--- src/rtl/cmm_pkg.sv ---
// Shared types, codes and constants of the complex matrix multiplier.
package cmm_pkg;

    localparam int MAX_DIM_DEF     = 8;
    localparam int SAMPLE_BITS_DEF = 16;
    localparam int ACC_W           = 36;
    localparam int IDX_W           = 3;
    localparam int DIM_W           = 4;
    localparam int FUNC_W          = 2;
    localparam int CFG_ADDR_W      = 2;

    localparam logic [FUNC_W-1:0] FUNC_LOAD_A = 2'd0;
    localparam logic [FUNC_W-1:0] FUNC_LOAD_B = 2'd1;
    localparam logic [FUNC_W-1:0] FUNC_MUL    = 2'd2;
    localparam logic [FUNC_W-1:0] FUNC_RSVD   = 2'd3;

    localparam logic [CFG_ADDR_W-1:0] CFG_ROWS_A    = 2'd0;
    localparam logic [CFG_ADDR_W-1:0] CFG_INNER_LEN = 2'd1;
    localparam logic [CFG_ADDR_W-1:0] CFG_COLS_B    = 2'd2;

    typedef enum logic [1:0] {
        ST_IDLE,
        ST_CALC,
        ST_WAIT,
        ST_EMIT
    } cmm_state_t;

    typedef struct packed {
        logic             b_we;
        logic [IDX_W-1:0] b_row;
        logic [IDX_W-1:0] b_col;
        logic             rd_en;
        logic [IDX_W-1:0] rd_k;
        logic             mul_en;
        logic             acc_en;
        logic             acc_first;
        logic             shift;
    } cell_ctrl_t;

    // Clamp a dimension register: zero acts as one, above the maximum saturates.
    function automatic logic [DIM_W-1:0] eff_dim(input logic [DIM_W-1:0] r,
                                                 input logic [DIM_W-1:0] maxd);
        logic [DIM_W-1:0] d;
        d = r;
        if (r == '0)
            d = DIM_W'(1);
        else if (r > maxd)
            d = maxd;
        return d;
    endfunction

endpackage

--- src/rtl/cmm_cell.sv ---
// One column cell: holds a column of B, a complex MAC and one product entry.
module cmm_cell import cmm_pkg::*; #(
    parameter int MAX_DIM     = MAX_DIM_DEF,
    parameter int SAMPLE_BITS = SAMPLE_BITS_DEF,
    parameter int CELL_IDX    = 0
) (
    input  logic                          aclk,
    input  cell_ctrl_t                    ctrl,
    input  logic signed [SAMPLE_BITS-1:0] a_re,
    input  logic signed [SAMPLE_BITS-1:0] a_im,
    input  logic [2*SAMPLE_BITS-1:0]      b_wdata,   // {im, re}
    input  logic signed [ACC_W-1:0]       shift_re,
    input  logic signed [ACC_W-1:0]       shift_im,
    output logic signed [ACC_W-1:0]       acc_re,
    output logic signed [ACC_W-1:0]       acc_im
);

    localparam int IW = (MAX_DIM > 1) ? $clog2(MAX_DIM) : 1;
    localparam int PW = 2 * SAMPLE_BITS;

    logic [PW-1:0] b_mem [MAX_DIM];
    logic [PW-1:0] b_rd_reg;

    logic signed [PW-1:0] p_rr_reg, p_ii_reg, p_ri_reg, p_ir_reg;
    logic signed [ACC_W-1:0] e_rr, e_ii, e_ri, e_ir;
    logic signed [ACC_W-1:0] sum_re, sum_im;
    logic signed [ACC_W-1:0] acc_re_reg, acc_im_reg;
    logic signed [SAMPLE_BITS-1:0] b_re, b_im;

    always_ff @(posedge aclk) begin
        if (ctrl.b_we && ctrl.b_col == IDX_W'(CELL_IDX))
            b_mem[ctrl.b_row[IW-1:0]] <= b_wdata;
        if (ctrl.rd_en)
            b_rd_reg <= b_mem[ctrl.rd_k[IW-1:0]];
    end

    assign b_re = $signed(b_rd_reg[SAMPLE_BITS-1:0]);
    assign b_im = $signed(b_rd_reg[PW-1:SAMPLE_BITS]);

    always_ff @(posedge aclk) begin
        if (ctrl.mul_en) begin
            p_rr_reg <= a_re * b_re;
            p_ii_reg <= a_im * b_im;
            p_ri_reg <= a_re * b_im;
            p_ir_reg <= a_im * b_re;
        end
    end

    // Fit products to the accumulator width: sign-extend or wrap.
    generate
        if (PW >= ACC_W) begin : g_wrap
            assign e_rr = $signed(p_rr_reg[ACC_W-1:0]);
            assign e_ii = $signed(p_ii_reg[ACC_W-1:0]);
            assign e_ri = $signed(p_ri_reg[ACC_W-1:0]);
            assign e_ir = $signed(p_ir_reg[ACC_W-1:0]);
        end else begin : g_ext
            assign e_rr = {{(ACC_W-PW){p_rr_reg[PW-1]}}, p_rr_reg};
            assign e_ii = {{(ACC_W-PW){p_ii_reg[PW-1]}}, p_ii_reg};
            assign e_ri = {{(ACC_W-PW){p_ri_reg[PW-1]}}, p_ri_reg};
            assign e_ir = {{(ACC_W-PW){p_ir_reg[PW-1]}}, p_ir_reg};
        end
    endgenerate

    assign sum_re = e_rr - e_ii;
    assign sum_im = e_ri + e_ir;

    always_ff @(posedge aclk) begin
        if (ctrl.shift) begin
            acc_re_reg <= shift_re;
            acc_im_reg <= shift_im;
        end else if (ctrl.acc_en) begin
            acc_re_reg <= ctrl.acc_first ? sum_re : acc_re_reg + sum_re;
            acc_im_reg <= ctrl.acc_first ? sum_im : acc_im_reg + sum_im;
        end
    end

    assign acc_re = acc_re_reg;
    assign acc_im = acc_im_reg;

endmodule

--- config.mk ---
export PLATFORM = sky130hd
export DESIGN_NAME = cmm_cell
export DESIGN_NICKNAME = d
export VERILOG_FILES = /design/src/rtl/cmm_pkg.sv /design/src/rtl/cmm_cell.sv
export SDC_FILE = /design/constraint.sdc
export NUM_CORES = 2
export LEC_CHECK = 0
export ABC_CLOCK_PERIOD_IN_PS = 8400
export BUFFER_PORTS_ARGS = -buffer_cell sky130_fd_sc_hd__buf_2
export CAP_MARGIN = 20
export CELL_PAD_IN_SITES_DETAIL_PLACEMENT = 1
export CELL_PAD_IN_SITES_GLOBAL_PLACEMENT = 1
export CORE_MARGIN = 1
export CORE_UTILIZATION = 52
export DETAILED_ROUTE_END_ITERATION = 7
export PLACE_DENSITY = 0.85
export SETUP_SLACK_MARGIN = 0.4
export SKIP_LAST_GASP = 1
export SYNTH_ARGS = -nofsm -noshare
export SYNTH_HDL_FRONTEND = slang
export SYNTH_SLANG_ARGS = --single-unit
export TNS_END_PERCENT = 10
--- constraint.sdc ---
create_clock -name aclk -period 8.4 [get_ports aclk]
set_input_delay 1.26 -clock aclk [delete_from_list [all_inputs] [get_ports aclk]]
set_output_delay 1.26 -clock aclk [all_outputs]
set_load 0.05 [all_outputs]
# --- Word level (Yosys, flattened, before mapping) ---
# Memory sizes are Yosys's and may differ from the RTL's. A register that Yosys moved wholly into a read port is not among the register bits.
# Cells that the tools add are included.
totals:
  ram_bits: 256
  output_inout_bits: 72
  memories: 1
  elab_cells: 26
  regBits: 200
  in_bits: 152
memory_table:
  columns: ["name", "depth", "word_bits", "read_ports", "rd_clocked_by_memory_dff", "wr", "line_no", "rtl"]
  rows:
  - ["b_mem", 8, 32, 1, 1, 1, "cmm_cell.sv:21", "logic [PW-1:0] b_mem [MAX_DIM];"]
op_classes:
  reduce_logical: 3
  mul: 4
  addsub: 4
  muxes: 8
ops:
  columns: ["op", "count"]
  rows:
  - ["$mux 36", 6]
  - ["$mul 16x16->32", 4]
  - ["$add 36x33->36", 2]
  - ["$add 32x32->33", 1]
  - ["$sub 32x32->33", 1]
  - ["$logic_not 3->1", 1]
  - ["$mux 1", 2]
  - ["$reduce_bool 2->1", 1]
  - ["$logic_and 1x1->1", 1]

# --- Logic depth before layout (Yosys ltp) ---
depth:
  depth_word: 5
  depth_mapped: 26
  ltp_nobuf: 26

# --- Worst setup path before layout ---
# No wires, ideal clock.
synth_path:
  path_kind: "input -> register"
  start: "in a_im[10]"
  end: "reg p_ir_reg[31], data pin"
  setup_time_ns: 0.260
  t_arrival_ns: 6.938
  path_slack_ns: 1.202
  n_path_buf: 1
  path_stages: 21
  t_required_ns: 8.140
  cell_sequence: "clkbuf_1 -> nand2_1 -> fa_1 -> fa_1 -> fa_1 -> fa_1 -> inv_1 -> fa_1 -> fa_1 -> ha_1 -> a21o_1 -> a21oi_1 -> o211ai_1 -> a21oi_1 -> a21oi_1 -> nand4_1 -> o211ai_1 -> or4_1 -> a31o_2 -> a31oi_1 -> xnor2_1"
synth_between:
  elab_chain_cells: 1
synth_rtl:
  columns: ["element", "line_no", "rtl"]
  rows:
  - ["start, declared", "cmm_cell.sv:10", "input logic signed [SAMPLE_BITS-1:0] a_im,"]
  - ["$mul 16x16->32", "cmm_cell.sv:45", "p_ir_reg <= a_im * b_re;"]
  - ["end signal, assigned", "cmm_cell.sv:45", null]
  - ["end, declared", "cmm_cell.sv:24", "logic signed [PW-1:0] p_rr_reg, p_ii_reg, p_ri_reg, p_ir_reg;"]
# Every way passes these cells.
# A chain may end at the register's enable or synchronous reset.

# --- Final worst setup path ---
layout_path:
  start: "reg b_rd_reg[3], read port of b_mem"
  end: "reg p_rr_reg[29], data pin"
layout_between:
  elab_chain_cells: 1
layout_rtl:
  columns: ["element", "line_no", "rtl"]
  rows:
  - ["start, declared", "cmm_cell.sv:22", "logic [PW-1:0] b_rd_reg;"]
  - ["$mul 16x16->32", "cmm_cell.sv:42", "p_rr_reg <= a_re * b_re;"]
  - ["end signal, assigned", "cmm_cell.sv:42", null]
  - ["end, declared", "cmm_cell.sv:24", null]
# Every way passes these cells.

==> impl_metrics.env <==
export IMPL_synthesis_nets=7733
export IMPL_seq_area_frac_synth=0.2312
export IMPL_overflow=0
export IMPL_yosys_area_share_simple=0.1176
export IMPL_fin_util=0.5686
export IMPL_die_h_microns=351.1
export IMPL_grt_usage=0.3213
export IMPL_cp_end_kind="register"
export IMPL_clk_latency_ns=0.70
export IMPL_critPathArrivalTime_ns=8.38
export IMPL_synth_adder_area_share=0.4235
export IMPL_stdcell_area_sq_um=68480
export IMPL_crit_family="adder cells"
export IMPL_ys_top_cells_by_area="fa_1 33%, edfxtp_1 23%, ha_1 9.1%"
export IMPL_max_cap_violations=0
export IMPL_worst_setup_path_start_kind="register"
export IMPL_dpl_cell_area_sq_um=66510
export IMPL_yosys_most_used_dff="edfxtp_1"
export IMPL_drt_antenna_violating_nets=0
export IMPL_grt_pass1_wl_microns=300000
export IMPL_fin_nets=7892
export IMPL_async_reset_ff_frac=0
export IMPL_core_area_sq_um=120400
export IMPL_fillers=13140
export IMPL_cts_tree="done"
export IMPL_clock_skew_ns=0.05140
export IMPL_tns_ns=0
export IMPL_clkSlewWorstSetupHoldPaths_ns=0.08
export IMPL_slew_limit_headroom=0.2709
export IMPL_syn_avg_cell_area_sq_um=10.45
export IMPL_synth_seq_cells=488
export IMPL_finalWirelength_microns=193700
export IMPL_fin_ws_ns=0.5545
export IMPL_grt_antenna_before_repair=9
export IMPL_clock_sinks=488
export IMPL_root_buffer="clkbuf_16"
export IMPL_cp_max_fo=13
export IMPL_initial_core_util=0.5263
export IMPL_synth_top_area_cell="fa_1"
export IMPL_drc=0
export IMPL_tightest_slew_ns=1.094
export IMPL_hpwl_microns=151000
export IMPL_area_delta_synth_final_pct=8.038
export IMPL_critPathKind="reg -> reg"
export IMPL_synth_edff_count=488
export IMPL_rows=127
export IMPL_hold_path_class="reg -> reg"
export IMPL_h_tree_depth=2
export IMPL_cts_hold_buffers_added=0
export IMPL_wire_per_inst_microns=24.55
export IMPL_setup_viol=0
export IMPL_dp_slack_ns=0.2603
export IMPL_drt_iter0_markers=3023
export IMPL_rsz0062_at_grt="true"
export IMPL_synthMuxAreaShare=0.02959
export IMPL_yosys_warnings=0
export IMPL_fin_crit_sh=0.9340
export IMPL_crit_top_cell="fa_1"
export IMPL_io_buffers=223
export IMPL_cts_path_max_buffers=3
export IMPL_grt_pass1_vias=52970
export IMPL_status="finished clean"
export IMPL_synth_compound_area_frac=0.07501
export IMPL_largest_register_ffs=256
export IMPL_synth_top_cells_by_count="1232 x inv_1, 1052 x fa_1, 575 x nand2_1"
export IMPL_cpPeakStageDelay_ns=0.98
export IMPL_hold_violations=0
export IMPL_synth_top_family_by_area="adder cells"
export IMPL_dieArea_sq_um=123300
export IMPL_synth_area_sq_um=63390
export IMPL_cp_num_buf_inv=4
export IMPL_min_period_ns=7.846
export IMPL_drt_vias_per_instance=5.793
export IMPL_drv_slew=0
export IMPL_netlist_instances=6067
export IMPL_layout_drive_gt1_share=0.08927
export IMPL_synth_xor_area_frac=0.03606
export IMPL_max_freq_mhz=127.5
export IMPL_first_pass_iters=6
export IMPL_num_vias=45710
export IMPL_required_ns=8.94
export IMPL_critPathSlowestCell="edfxtp_1"
export IMPL_synth_top_cell_area_share=0.3323
export IMPL_yosysUniqueCellTypes=79
export IMPL_crit_chain="buf_4 -> and2_1 -> fa_1 -> fa_1 -> inv_1 -> fa_1 -> fa_1 -> fa_1 -> fa_1 -> inv_1 -> ha_1 -> nand4_1 -> o21ai_0 -> a21o_1 -> nor3_1 -> nor2b_1 -> o31ai_1 -> nor2_1 -> xnor2_1 -> buf_4"
export IMPL_die_w_microns=351.1
export IMPL_boundaryPins=224
export IMPL_cts_buffers=57
export IMPL_synth_most_common_cell="inv_1"
export IMPL_grt_max_degree=70
export IMPL_gp_congestion=0.9158
[per-stage QoR]
step                      hold WS (ns)  std cells
after CTS                       0.7785       7877
after detailed placement        0.7560       7771
after global routing            0.7901       7885
after floorplan                 0.5849       6067
final                           0.7744       7890
after global placement          0.7360       7770
[tightest hold or removal path: cells and delay by family (launching register included)]
family  cells  cell delay [ns]
DFF         1             0.32
muxes       2             0.35
[layout make-up]
cell class,instances,area (sq um),area share
antenna,5,12.51,0.0001827
timing repair buffer,337,2047,0.02989
sequential,488,14650,0.2140
tap,1612,2017,0.02945
inverter,1234,4632,0.06764
clock inverter,40,390.4,0.005700
multi-input combinational,4108,43270,0.6318
clock buffer,66,1460,0.02132
[layout by cell type, fill, tap and decap left out, types with 11 or more instances in the layout]
master	netlist	layout
ha_1	462	462
a31oi_1	19	19
o21bai_1	33	33
a21oi_1	222	222
a221o_1	14	14
o21ai_1	14	14
buf_2	0	219
o31ai_1	11	11
o211ai_1	16	16
a211oi_1	44	44
buf_4	0	114
o21a_1	39	39
nand2b_1	49	49
clkbuf_16	0	57
o21ai_0	120	120
fa_1	1052	1052
nand4_1	12	12
a21o_1	115	115
and3_1	23	23
and2_1	511	511
nor2b_1	27	27
edfxtp_1	488	488
mux4_2	64	64
mux2_2	35	35
inv_1	1232	1232
xnor2_1	186	186
nand3_1	46	46
nand2_1	575	575
nor3_1	36	34
nor2_1	183	177
xor2_1	75	75
[metal layers]
| metal | up-vias | GRT usage | wire, microns |
|---|---|---|---|
| met5 | - | 0 | 67 |
| met4 | 10 | 0.1831 | 12480 |
| met3 | 593 | 0.04844 | 11820 |
| met2 | 1743 | 0.5613 | 97070 |
| met1 | 23830 | 0.3772 | 72270 |
| li1 | 19530 | - | - |
[logic make-up (layout without fill, tap and decap cells)]
family	after synthesis	after routing
fa+ha+maj	1514	1514
simple gates	1503	1503
mux	103	103
buf+inv	1471	1677
compound gates	727	727
flops	488	488
other cells	0	5
xor+xnor	261	261
[what timing repair did]
action / CTS / global route
endpoints found under the setup margin: 0 / 5
gates resized for setup: 0 / 0
hold endpoints to repair: 0 / 0
buffers inserted: 0 / 6
[final timing paths]
path,startpoint,to,slack [ns],cells past startpoint
hold reg to reg,b_mem[0][24],b_rd_reg[24],0.77,2
hold / removal,b_mem[0][24],b_rd_reg[24],0.77,2
setup / recovery,b_rd_reg[3],p_rr_reg[29],0.55,20
setup reg to reg,b_rd_reg[3],p_rr_reg[29],0.55,20
Power is not shown: default switching activity piles up to over one toggle a cycle in this logic, so the estimate is an artifact.
