File: src/rtl/cmm_pkg.sv
// Shared types, codes and constants of the complex matrix multiplier.
package cmm_pkg;

    localparam int MAX_DIM_DEF     = 8;
    localparam int SAMPLE_BITS_DEF = 16;
    localparam int ACC_W           = 36;
    localparam int IDX_W           = 3;
    localparam int DIM_W           = 4;
    localparam int FUNC_W          = 2;
    localparam int CFG_ADDR_W      = 2;

    localparam logic [FUNC_W-1:0] FUNC_LOAD_A = 2'd0;
    localparam logic [FUNC_W-1:0] FUNC_LOAD_B = 2'd1;
    localparam logic [FUNC_W-1:0] FUNC_MUL    = 2'd2;
    localparam logic [FUNC_W-1:0] FUNC_RSVD   = 2'd3;

    localparam logic [CFG_ADDR_W-1:0] CFG_ROWS_A    = 2'd0;
    localparam logic [CFG_ADDR_W-1:0] CFG_INNER_LEN = 2'd1;
    localparam logic [CFG_ADDR_W-1:0] CFG_COLS_B    = 2'd2;

    typedef enum logic [1:0] {
        ST_IDLE,
        ST_CALC,
        ST_WAIT,
        ST_EMIT
    } cmm_state_t;

    typedef struct packed {
        logic             b_we;
        logic [IDX_W-1:0] b_row;
        logic [IDX_W-1:0] b_col;
        logic             rd_en;
        logic [IDX_W-1:0] rd_k;
        logic             mul_en;
        logic             acc_en;
        logic             acc_first;
        logic             shift;
    } cell_ctrl_t;

    // Clamp a dimension register: zero acts as one, above the maximum saturates.
    function automatic logic [DIM_W-1:0] eff_dim(input logic [DIM_W-1:0] r,
                                                 input logic [DIM_W-1:0] maxd);
        logic [DIM_W-1:0] d;
        d = r;
        if (r == '0)
            d = DIM_W'(1);
        else if (r > maxd)
            d = maxd;
        return d;
    endfunction

endpackage

File: src/rtl/cmm_seq.sv
// Sequencer: configuration, store A, row/inner/column counters and pipeline control.
module cmm_seq import cmm_pkg::*; #(
    parameter int MAX_DIM     = MAX_DIM_DEF,
    parameter int SAMPLE_BITS = SAMPLE_BITS_DEF
) (
    input  logic                          aclk,
    input  logic                          aresetn,
    input  logic                          cfg_we,
    input  logic [CFG_ADDR_W-1:0]         cfg_addr,
    input  logic [DIM_W-1:0]              cfg_wdata,
    input  logic                          s_tvalid,
    output logic                          s_tready,
    input  logic [FUNC_W-1:0]             s_func,
    input  logic [IDX_W-1:0]              s_row,
    input  logic [IDX_W-1:0]              s_col,
    input  logic [2*SAMPLE_BITS-1:0]      s_val,     // {im, re}
    output cell_ctrl_t                    ctrl,
    output logic signed [SAMPLE_BITS-1:0] a_re,
    output logic signed [SAMPLE_BITS-1:0] a_im,
    output logic                          m_tvalid,
    input  logic                          m_tready,
    output logic [IDX_W-1:0]              out_row,
    output logic [IDX_W-1:0]              out_col,
    output logic                          out_last
);

    localparam int IW  = (MAX_DIM > 1) ? $clog2(MAX_DIM) : 1;
    localparam int AD  = MAX_DIM * MAX_DIM;
    localparam int AW  = (AD > 1) ? $clog2(AD) : 1;
    localparam int PW  = 2 * SAMPLE_BITS;
    localparam logic [DIM_W-1:0] MAXD = DIM_W'(MAX_DIM);

    cmm_state_t state_reg, state_next;
    logic [DIM_W-1:0] rows_reg, inner_reg, cols_reg;
    logic [DIM_W-1:0] m_eff, n_eff, p_eff;
    logic [IW-1:0] i_reg, i_next, j_reg, j_next, k_reg, k_next;
    logic v1_reg, v2_reg, f1_reg, f2_reg;
    logic issue, s_acc, m_acc, in_range, row_end, col_end, k_end;
    logic [PW-1:0] a_mem [AD];
    logic [PW-1:0] a_rd_reg;
    logic [AW-1:0] wr_addr, rd_addr;

    assign m_eff = eff_dim(rows_reg, MAXD);
    assign n_eff = eff_dim(inner_reg, MAXD);
    assign p_eff = eff_dim(cols_reg, MAXD);

    always_ff @(posedge aclk) begin
        if (!aresetn) begin
            rows_reg  <= DIM_W'(8);
            inner_reg <= DIM_W'(8);
            cols_reg  <= DIM_W'(8);
        end else if (cfg_we) begin
            case (cfg_addr)
                CFG_ROWS_A:    rows_reg  <= cfg_wdata;
                CFG_INNER_LEN: inner_reg <= cfg_wdata;
                CFG_COLS_B:    cols_reg  <= cfg_wdata;
                default:       ;
            endcase
        end
    end

    assign s_acc    = s_tvalid && s_tready;
    assign m_acc    = m_tvalid && m_tready;
    assign in_range = (DIM_W'(s_row) < MAXD) && (DIM_W'(s_col) < MAXD);
    assign k_end    = (DIM_W'(k_reg) + DIM_W'(1)) == n_eff;
    assign col_end  = (DIM_W'(j_reg) + DIM_W'(1)) == p_eff;
    assign row_end  = (DIM_W'(i_reg) + DIM_W'(1)) == m_eff;

    // Next state and counters.
    always_comb begin
        state_next = state_reg;
        i_next     = i_reg;
        j_next     = j_reg;
        k_next     = k_reg;
        case (state_reg)
            ST_IDLE: begin
                if (s_acc && s_func == FUNC_MUL) begin
                    state_next = ST_CALC;
                    i_next     = '0;
                    k_next     = '0;
                end
            end
            ST_CALC: begin
                if (k_end) begin
                    state_next = ST_WAIT;
                    k_next     = '0;
                end else begin
                    k_next = k_reg + IW'(1);
                end
            end
            ST_WAIT: begin
                if (!v1_reg && !v2_reg) begin
                    state_next = ST_EMIT;
                    j_next     = '0;
                end
            end
            ST_EMIT: begin
                if (m_acc) begin
                    if (col_end) begin
                        if (row_end) begin
                            state_next = ST_IDLE;
                        end else begin
                            state_next = ST_CALC;
                            i_next     = i_reg + IW'(1);
                        end
                    end else begin
                        j_next = j_reg + IW'(1);
                    end
                end
            end
            default: state_next = ST_IDLE;
        endcase
    end

    // Outputs.
    always_comb begin
        s_tready = 1'b0;
        m_tvalid = 1'b0;
        issue    = 1'b0;
        case (state_reg)
            ST_IDLE: s_tready = 1'b1;
            ST_CALC: issue    = 1'b1;
            ST_WAIT: ;
            ST_EMIT: m_tvalid = 1'b1;
            default: ;
        endcase
    end

    always_ff @(posedge aclk) begin
        if (!aresetn) begin
            state_reg <= ST_IDLE;
            i_reg     <= '0;
            j_reg     <= '0;
            k_reg     <= '0;
            v1_reg    <= 1'b0;
            v2_reg    <= 1'b0;
            f1_reg    <= 1'b0;
            f2_reg    <= 1'b0;
        end else begin
            state_reg <= state_next;
            i_reg     <= i_next;
            j_reg     <= j_next;
            k_reg     <= k_next;
            v1_reg    <= issue;
            v2_reg    <= v1_reg;
            f1_reg    <= issue && k_reg == '0;
            f2_reg    <= f1_reg;
        end
    end

    assign wr_addr = AW'(32'(s_row) * MAX_DIM + 32'(s_col));
    assign rd_addr = AW'(32'(i_reg) * MAX_DIM + 32'(k_reg));

    always_ff @(posedge aclk) begin
        if (s_acc && s_func == FUNC_LOAD_A && in_range)
            a_mem[wr_addr] <= s_val;
        if (issue)
            a_rd_reg <= a_mem[rd_addr];
    end

    assign a_re = $signed(a_rd_reg[SAMPLE_BITS-1:0]);
    assign a_im = $signed(a_rd_reg[PW-1:SAMPLE_BITS]);

    always_comb begin
        ctrl.b_we      = s_acc && s_func == FUNC_LOAD_B && in_range;
        ctrl.b_row     = s_row;
        ctrl.b_col     = s_col;
        ctrl.rd_en     = issue;
        ctrl.rd_k      = IDX_W'(k_reg);
        ctrl.mul_en    = v1_reg;
        ctrl.acc_en    = v2_reg;
        ctrl.acc_first = f2_reg;
        ctrl.shift     = m_acc;
    end

    assign out_row  = IDX_W'(i_reg);
    assign out_col  = IDX_W'(j_reg);
    assign out_last = row_end && col_end;

    a_calc_no_emit: assert property (@(posedge aclk) disable iff (!aresetn)
        issue |-> !m_tvalid && !s_tready)
        else $error("issue overlaps emit or accept");
    a_emit_drained: assert property (@(posedge aclk) disable iff (!aresetn)
        m_tvalid |-> !v1_reg && !v2_reg)
        else $error("emit while MAC pipeline busy");
    a_mul_enters_calc: assert property (@(posedge aclk) disable iff (!aresetn)
        s_acc && s_func == FUNC_MUL |=> issue && k_reg == '0)
        else $error("compute beat did not start at k zero");

endmodule

File: config.mk
export PLATFORM = sky130hd
export DESIGN_NAME = cmm_seq
export DESIGN_NICKNAME = d
export VERILOG_FILES = /design/src/rtl/cmm_pkg.sv /design/src/rtl/cmm_seq.sv
export SDC_FILE = /design/constraint.sdc
export NUM_CORES = 2
export LEC_CHECK = 0
export ABC_CLOCK_PERIOD_IN_PS = 8900
export BUFFER_PORTS_ARGS = -buffer_cell sky130_fd_sc_hd__buf_4
export CAP_MARGIN = 20
export CORE_AREA = 3 3 414 334
export DETAILED_ROUTE_END_ITERATION = 8
export DIE_AREA = 0 0 417 337
export PLACE_DENSITY = 0.75
export SYNTH_ARGS = -nofsm -noshare
export SYNTH_HDL_FRONTEND = slang
export SYNTH_SLANG_ARGS = --single-unit
File: constraint.sdc
create_clock -name aclk -period 8.9 [get_ports aclk]
set_input_delay 0.445 -clock aclk [delete_from_list [all_inputs] [get_ports aclk]]
set_output_delay 0.445 -clock aclk [all_outputs]
set_load 0.005 [all_outputs]
Word-level counts from Yosys, hierarchy flattened
Memory sizes are Yosys's and may differ from the RTL's. A register that Yosys moved wholly into a read port is not among the register bits.
Index checks and enable logic that the tools add are counted.
{"block": "op_classes", "addsub": 8, "order_cmp": 3, "eq_ne": 17, "n_mux": 29, "reduce_logical": 27}
{"cell": "$mux 3", "count": 8}
{"cell": "$mux 4", "count": 6}
{"cell": "$pmux 3 s2", "count": 3}
{"cell": "$ne 2x2->1 const B", "count": 7}
{"cell": "$add 3x1->4 const B", "count": 3}
{"cell": "$add 6x3->6", "count": 2}
{"cell": "$eq 4x4->1", "count": 3}
{"cell": "$gt 4x4->1 const B", "count": 3}
{"cell": "$logic_not 4->1", "count": 3}
{"cell": "$mux 2", "count": 5}
{"cell": "$reduce_and 5->1", "count": 2}
{"cell": "$add 3x1->3 const B", "count": 3}
{"cell": "$eq 2x2->1 const B", "count": 4}
{"cell": "$logic_and 1x1->1", "count": 8}
{"cell": "$pmux 2 s4", "count": 1}
{"cell": "$reduce_and 2->1", "count": 4}
{"cell": "$eq 2x1->1 const B", "count": 3}
{"cell": "$logic_not 2->1", "count": 3}
{"cell": "$mux 1", "count": 6}
{"cell": "$reduce_bool 2->1", "count": 3}
{"cell": "$reduce_and 4->1", "count": 1}
{"cell": "$logic_not 3->1", "count": 1}
{"cell": "$logic_not 1->1", "count": 2}
{"block": "word_totals", "ff_bits": 27, "ramBits": 2048, "output_inout_bits": 56, "n_memories": 1}
{"name": "a_mem", "depth": 64, "width": 32, "rd": 1, "rd_ports_with_merged_regs": 1, "write_ports": 1, "line": "cmm_seq.sv:39", "text": "logic [PW-1:0] a_mem [AD];"}

Depth between registers and ports, before layout
{"block": "logic_depth", "ltp_word": 8, "depth_mapped": 12}

Worst setup path after synthesis
No wires, ideal clock.
{"block": "synth_timing", "kind": "register to register", "from": "register state_reg[0]", "to": "memory a_mem[30][0] in the netlist's numbering (enable)", "setup_time_ns": 0.421, "arrival_ns": 3.063, "setup_slack_ns": 5.415, "path_stages_with_launch": 7, "path_cell_list": "dfxtp_1 inv_1 ha_1 nor2b_1 nor4bb_1 nand3_1 nor2_1"}
{"block": "synth_between", "elab_chain_cells": 6}
{"element": "start: declaration", "line": "cmm_seq.sv:33", "text": "cmm_state_t state_reg, state_next;"}
{"element": "start signal: assignment", "line": "cmm_seq.sv:140", "text": "state_reg <= state_next;"}
{"element": "$logic_not 2->1", "line": "cmm_seq.sv:120", "text": "case (state_reg)"}
{"element": "$mux 1", "line": "cmm_seq.sv:120"}
{"element": "net s_tready", "line": "cmm_seq.sv:12", "text": "output logic s_tready,"}
{"element": "$logic_and 1x1->1", "line": "cmm_seq.sv:62", "text": "assign s_acc = s_tvalid && s_tready;"}
{"element": "$logic_and 1x1->1", "line": "cmm_seq.sv:155", "text": "if (s_acc && s_func == FUNC_LOAD_A && in_range)"}
{"element": "$mux 1", "line": "cmm_seq.sv:155"}
{"element": "$mux 1 (not written as such)", "line": "cmm_seq.sv:156", "text": "a_mem[wr_addr] <= s_val;"}
{"element": "end: declaration", "line": "cmm_seq.sv:39"}
The timed path passes the listed nets, and every way through them passes these cells.

Final worst setup path
{"block": "layout_timing", "from": "register k_reg[0]", "to": "register a_rd_reg[13] (read register of a_mem), data pin"}
{"block": "layout_between", "elab_chain_cells": 1}
{"element": "start: declaration", "line": "cmm_seq.sv:36", "text": "logic [IW-1:0] i_reg, i_next, j_reg, j_next, k_reg, k_next;"}
{"element": "start signal: assignment", "line": "cmm_seq.sv:143", "text": "k_reg <= k_next;"}
{"element": "$add 6x3->6", "line": "cmm_seq.sv:152", "text": "assign rd_addr = AW'(32'(i_reg) * MAX_DIM + 32'(k_reg));"}
{"element": "end: declaration", "line": "cmm_seq.sv:40", "text": "logic [PW-1:0] a_rd_reg;"}
No other way between the ends.
A chain may end at the register's enable or synchronous reset.

==> results summary <==
The flow ran to the end, and the final reports show no timing, DRC or antenna violations. The final setup violation count is 0. The final critical-path share of the clock period came out at 54.7%. The distinct cell type count of the synthesized netlist is approximately 50. The flip-flop count of the largest register, all copies and words added came out at 2,048.

The tool flagged a number of max-cap violations equal to 0. The hold buffer count at cts is 6. The number of remaining DRC errors came out at 0. The synthesized instance count came out at 3,272. The die outline width is ~420 microns. The total power per unit cell area is 230 mW/mm^2. The top-level port count is around 110.

The number of antenna violations at the first check in global routing is 5. The final critical path time including I/O delays and setup came out at 4.87 ns. The detailed-placement wirelength estimate is 99.9 mm.

The die height is ~340 microns. The worst-case headroom to the max-slew limit is ~3.8%. After synthesis, the share of flip-flops with an asynchronous set or reset is 0%.

The number of setup buffers added after CTS is 0. Summed over all failing endpoints, the final setup total negative slack is 0 ns. The maximum fanout along the worst path came out at about 110. The worst-case clock buffer depth came out at 3.

The number of hold violations in the final report came out at 0. The starting utilization of the core area came out at 60.0%. The clock tree root buffer cell is sky130_fd_sc_hd__clkbuf_16.

The critical path launch point type is a register. Routability-driven placement finished with a final weighted congestion of 0.805. The clock-pin slew of the registers on the worst-case setup and hold paths is 0.06 ns. After detailed placement, the total cell area comes to 0.0839 sq mm. The number of cells upsized or downsized after cts is 0. The final standard cell utilization of the core is between 60% and 70%. The number of enable flip-flop cells after synthesis is 2,080. The analysis attributes to cell leakage a power of 27.0 nW. The via count normalized by instance count is just over 7. The filler cell count in the final layout came out at 7,872. The final-layout worst hold slack is 0.0879 ns. The number of I/O port buffers is roughly 110. The count of nets left with antenna violations after detail routing is 0.

Setup repair after global routing left no endpoint under its margin. The insertion delay of the later-clocked pin in the worst-skew pair came out at 0.82 ns. The final number of max-transition violations was 0.

The fraction of final layout cells with drive strength greater than 1 came out at 32.7%. Summed over all layers, the routed wires come to 207 mm. CTS built an H-tree with a depth of 4. The sequential cell area fraction in the yosys report is 78.3%. The most frequently used flop master after synthesis is sky130_fd_sc_hd__edfxtp_1. The tightest min-delay check is of the in -> reg type. The kind of end point of the critical path is a register.

The final design area excluding fillers came out at around 0.09 sq mm. When the netlist entered floorplanning its net count stood at 3,331. The number of sinks on the clock net came out at 2,107. After floorplanning, the core was sized to cover 0.134 sq mm. For this run, the total global-route usage over all layers was measured as 30.3%. The first detailed-routing pass ran for 5 iterations.

The count of routing violations after the opening detailed-route iteration is 6,227. The die covers 0.141 sq mm. The data required time of the critical path is between 9 and 10 ns. The arrival time of data at the critical path endpoint came out at roughly 5.4 ns. The critical path in this run is classified as reg -> reg. The post-synthesis to final-layout area growth is 12.1%. TritonCTS built the clock tree. The synthesized area per cell is 24.6 sq um. The count of placed standard cells including taps is 5,056. The final worst clock skew is 0.0235 ns. The cell area after synthesis came out at 0.0804 sq mm.

The largest net degree at the start of global routing came out at 180. In the final design database the tool counted 3,546 nets. The overflow left after global routing is 0.

The number of global-route vias before repair came to between 30,000 and 40,000. Buffers inserted during clock tree synthesis total 190. Detailed routing inserted a total of 38,177 vias. The average routed wire per standard cell is 38.2 microns. The synthesis-stage register bit count came out at 2,107.

At the pin with the least slew margin, the transition time is around 1.4 ns. The global-route wire length before repair is slightly below 300 mm. Yosys printed 0 warnings. VDD sags by at most ~0.00021 V.

For this run, the number of standard cells in the final layout without fillers is 5,420. The maximum clock frequency is 205 MHz. The row count is 120.
==> cell usage after synthesis (5+ instances only) <==
cell | number | area share (%)
sky130_fd_sc_hd__a211oi_1 | 15 | 0.14
sky130_fd_sc_hd__nand3_1 | 8 | 0.050
sky130_fd_sc_hd__dfxtp_1 | 27 | 0.67
sky130_fd_sc_hd__and2_1 | 11 | 0.086
sky130_fd_sc_hd__buf_2 | 45 | 0.28
sky130_fd_sc_hd__nor3_1 | 13 | 0.081
sky130_fd_sc_hd__nand2_1 | 42 | 0.20
sky130_fd_sc_hd__buf_4 | 24 | 0.22
sky130_fd_sc_hd__clkbuf_1 | 89 | 0.42
sky130_fd_sc_hd__mux4_2 | 639 | 18
sky130_fd_sc_hd__buf_6 | 6 | 0.084
sky130_fd_sc_hd__nor2b_1 | 26 | 0.20
sky130_fd_sc_hd__nor2_1 | 77 | 0.36
sky130_fd_sc_hd__nand3b_1 | 9 | 0.084
sky130_fd_sc_hd__mux2i_1 | 30 | 0.37
sky130_fd_sc_hd__edfxtp_1 | 2080 | 78
sky130_fd_sc_hd__inv_1 | 8 | 0.037
sky130_fd_sc_hd__ha_1 | 8 | 0.12
sky130_fd_sc_hd__o21ai_0 | 5 | 0.031
sky130_fd_sc_hd__buf_1 | 15 | 0.070
sky130_fd_sc_hd__nand2b_1 | 6 | 0.047
sky130_fd_sc_hd__a22oi_1 | 41 | 0.38
==> final cells by class <==
type	count	area (sq um)	area share (%)
Tap cell	1769	2210	2.46
Clock buffer	220	4950	5.50
Clock inverter	133	1190	1.32
Timing Repair Buffer	202	1680	1.86
Antenna cell	3	7.51	0.00833
Inverter	8	30.0	0.0333
Sequential cell	2107	63000	69.9
Multi-Input combinational cell	978	17000	18.9
==> worst max-delay path, stage by stage (launching register included) <==
cell	delay, ns
sky130_fd_sc_hd__dfxtp_4	0.90
sky130_fd_sc_hd__buf_12	0.70
sky130_fd_sc_hd__buf_4	0.91
sky130_fd_sc_hd__mux4_2	0.61
sky130_fd_sc_hd__mux4_2	0.48
sky130_fd_sc_hd__a22oi_1	0.58
sky130_fd_sc_hd__nand2_1	0.12
==> power by group <==
part | switching (W) | internal, W
Clock | 0.00359 | 0.00452
Sequential | 0.0000790 | 0.0110
Combinational | 0.000792 | 0.000740
==> metal layers <==
| layer | up-vias | global-route usage (%) | wire, microns |
|---|---|---|---|
| met5 | - | 0 | 13 |
| met4 | 2 | 12.5 | 8860 |
| met3 | 401 | 7.57 | 26900 |
| met2 | 2891 | 46.8 | 98500 |
| met1 | 20299 | 42.3 | 72600 |
| li1 | 14584 | - | - |
==> placed cells by master (no fill, tap or decap), drive strengths merged, types with 8 or more instances in the layout <==
cell type,instances
nand2,42
buf,196
nor2b,26
inv,17
a211oi,15
edfxtp,2080
ha,8
nor3,13
clkinvlp,8
nand3b,9
nand3,8
a22oi,41
bufinv,18
and2,11
dfxtp,27
mux2i,30
clkinv,98
nor2,77
clkbuf,220
mux4,639
==> path summary, 6_finish.rpt <==
| kind | from | slack, ns | end | cells past startpoint |
|---|---|---|---|---|
| setup reg to reg | k_reg[0] | 4.03 | a_rd_reg[13] | 6 |
| setup / recovery | k_reg[0] | 4.03 | a_rd_reg[13] | 6 |
| hold / removal | cfg_addr[0] | 0.09 | rows_reg[3] | 4 |
| hold reg to reg | f1_reg | 0.44 | f2_reg | 1 |
==> kinds of logic (layout without fill, tap and decap cells) <==
family,after synthesis,in the layout,share of synthesized area [%]
mux,670,670,18.3
buf+inv,187,563,1.11
compound gates,83,83,0.767
xor+xnor,7,7,0.0949
other cells,0,3,0
simple gates,210,210,1.28
fa+ha+maj,8,8,0.124
flops,2107,2107,78.3
==> metrics by stage <==
step / worst slack [ns] / power [W]
3_5_place_dp: 3.99 / 0.0128
3_3_place_gp: 4.12 / 0.0127
4_1_cts: 4.00 / 0.0208
2_1_floorplan: 5.42 / 0.0123
6_report: 4.03 / 0.0207
5_1_grt: 3.67 / 0.0213
Note: power is estimated with default switching activity, not from simulation.
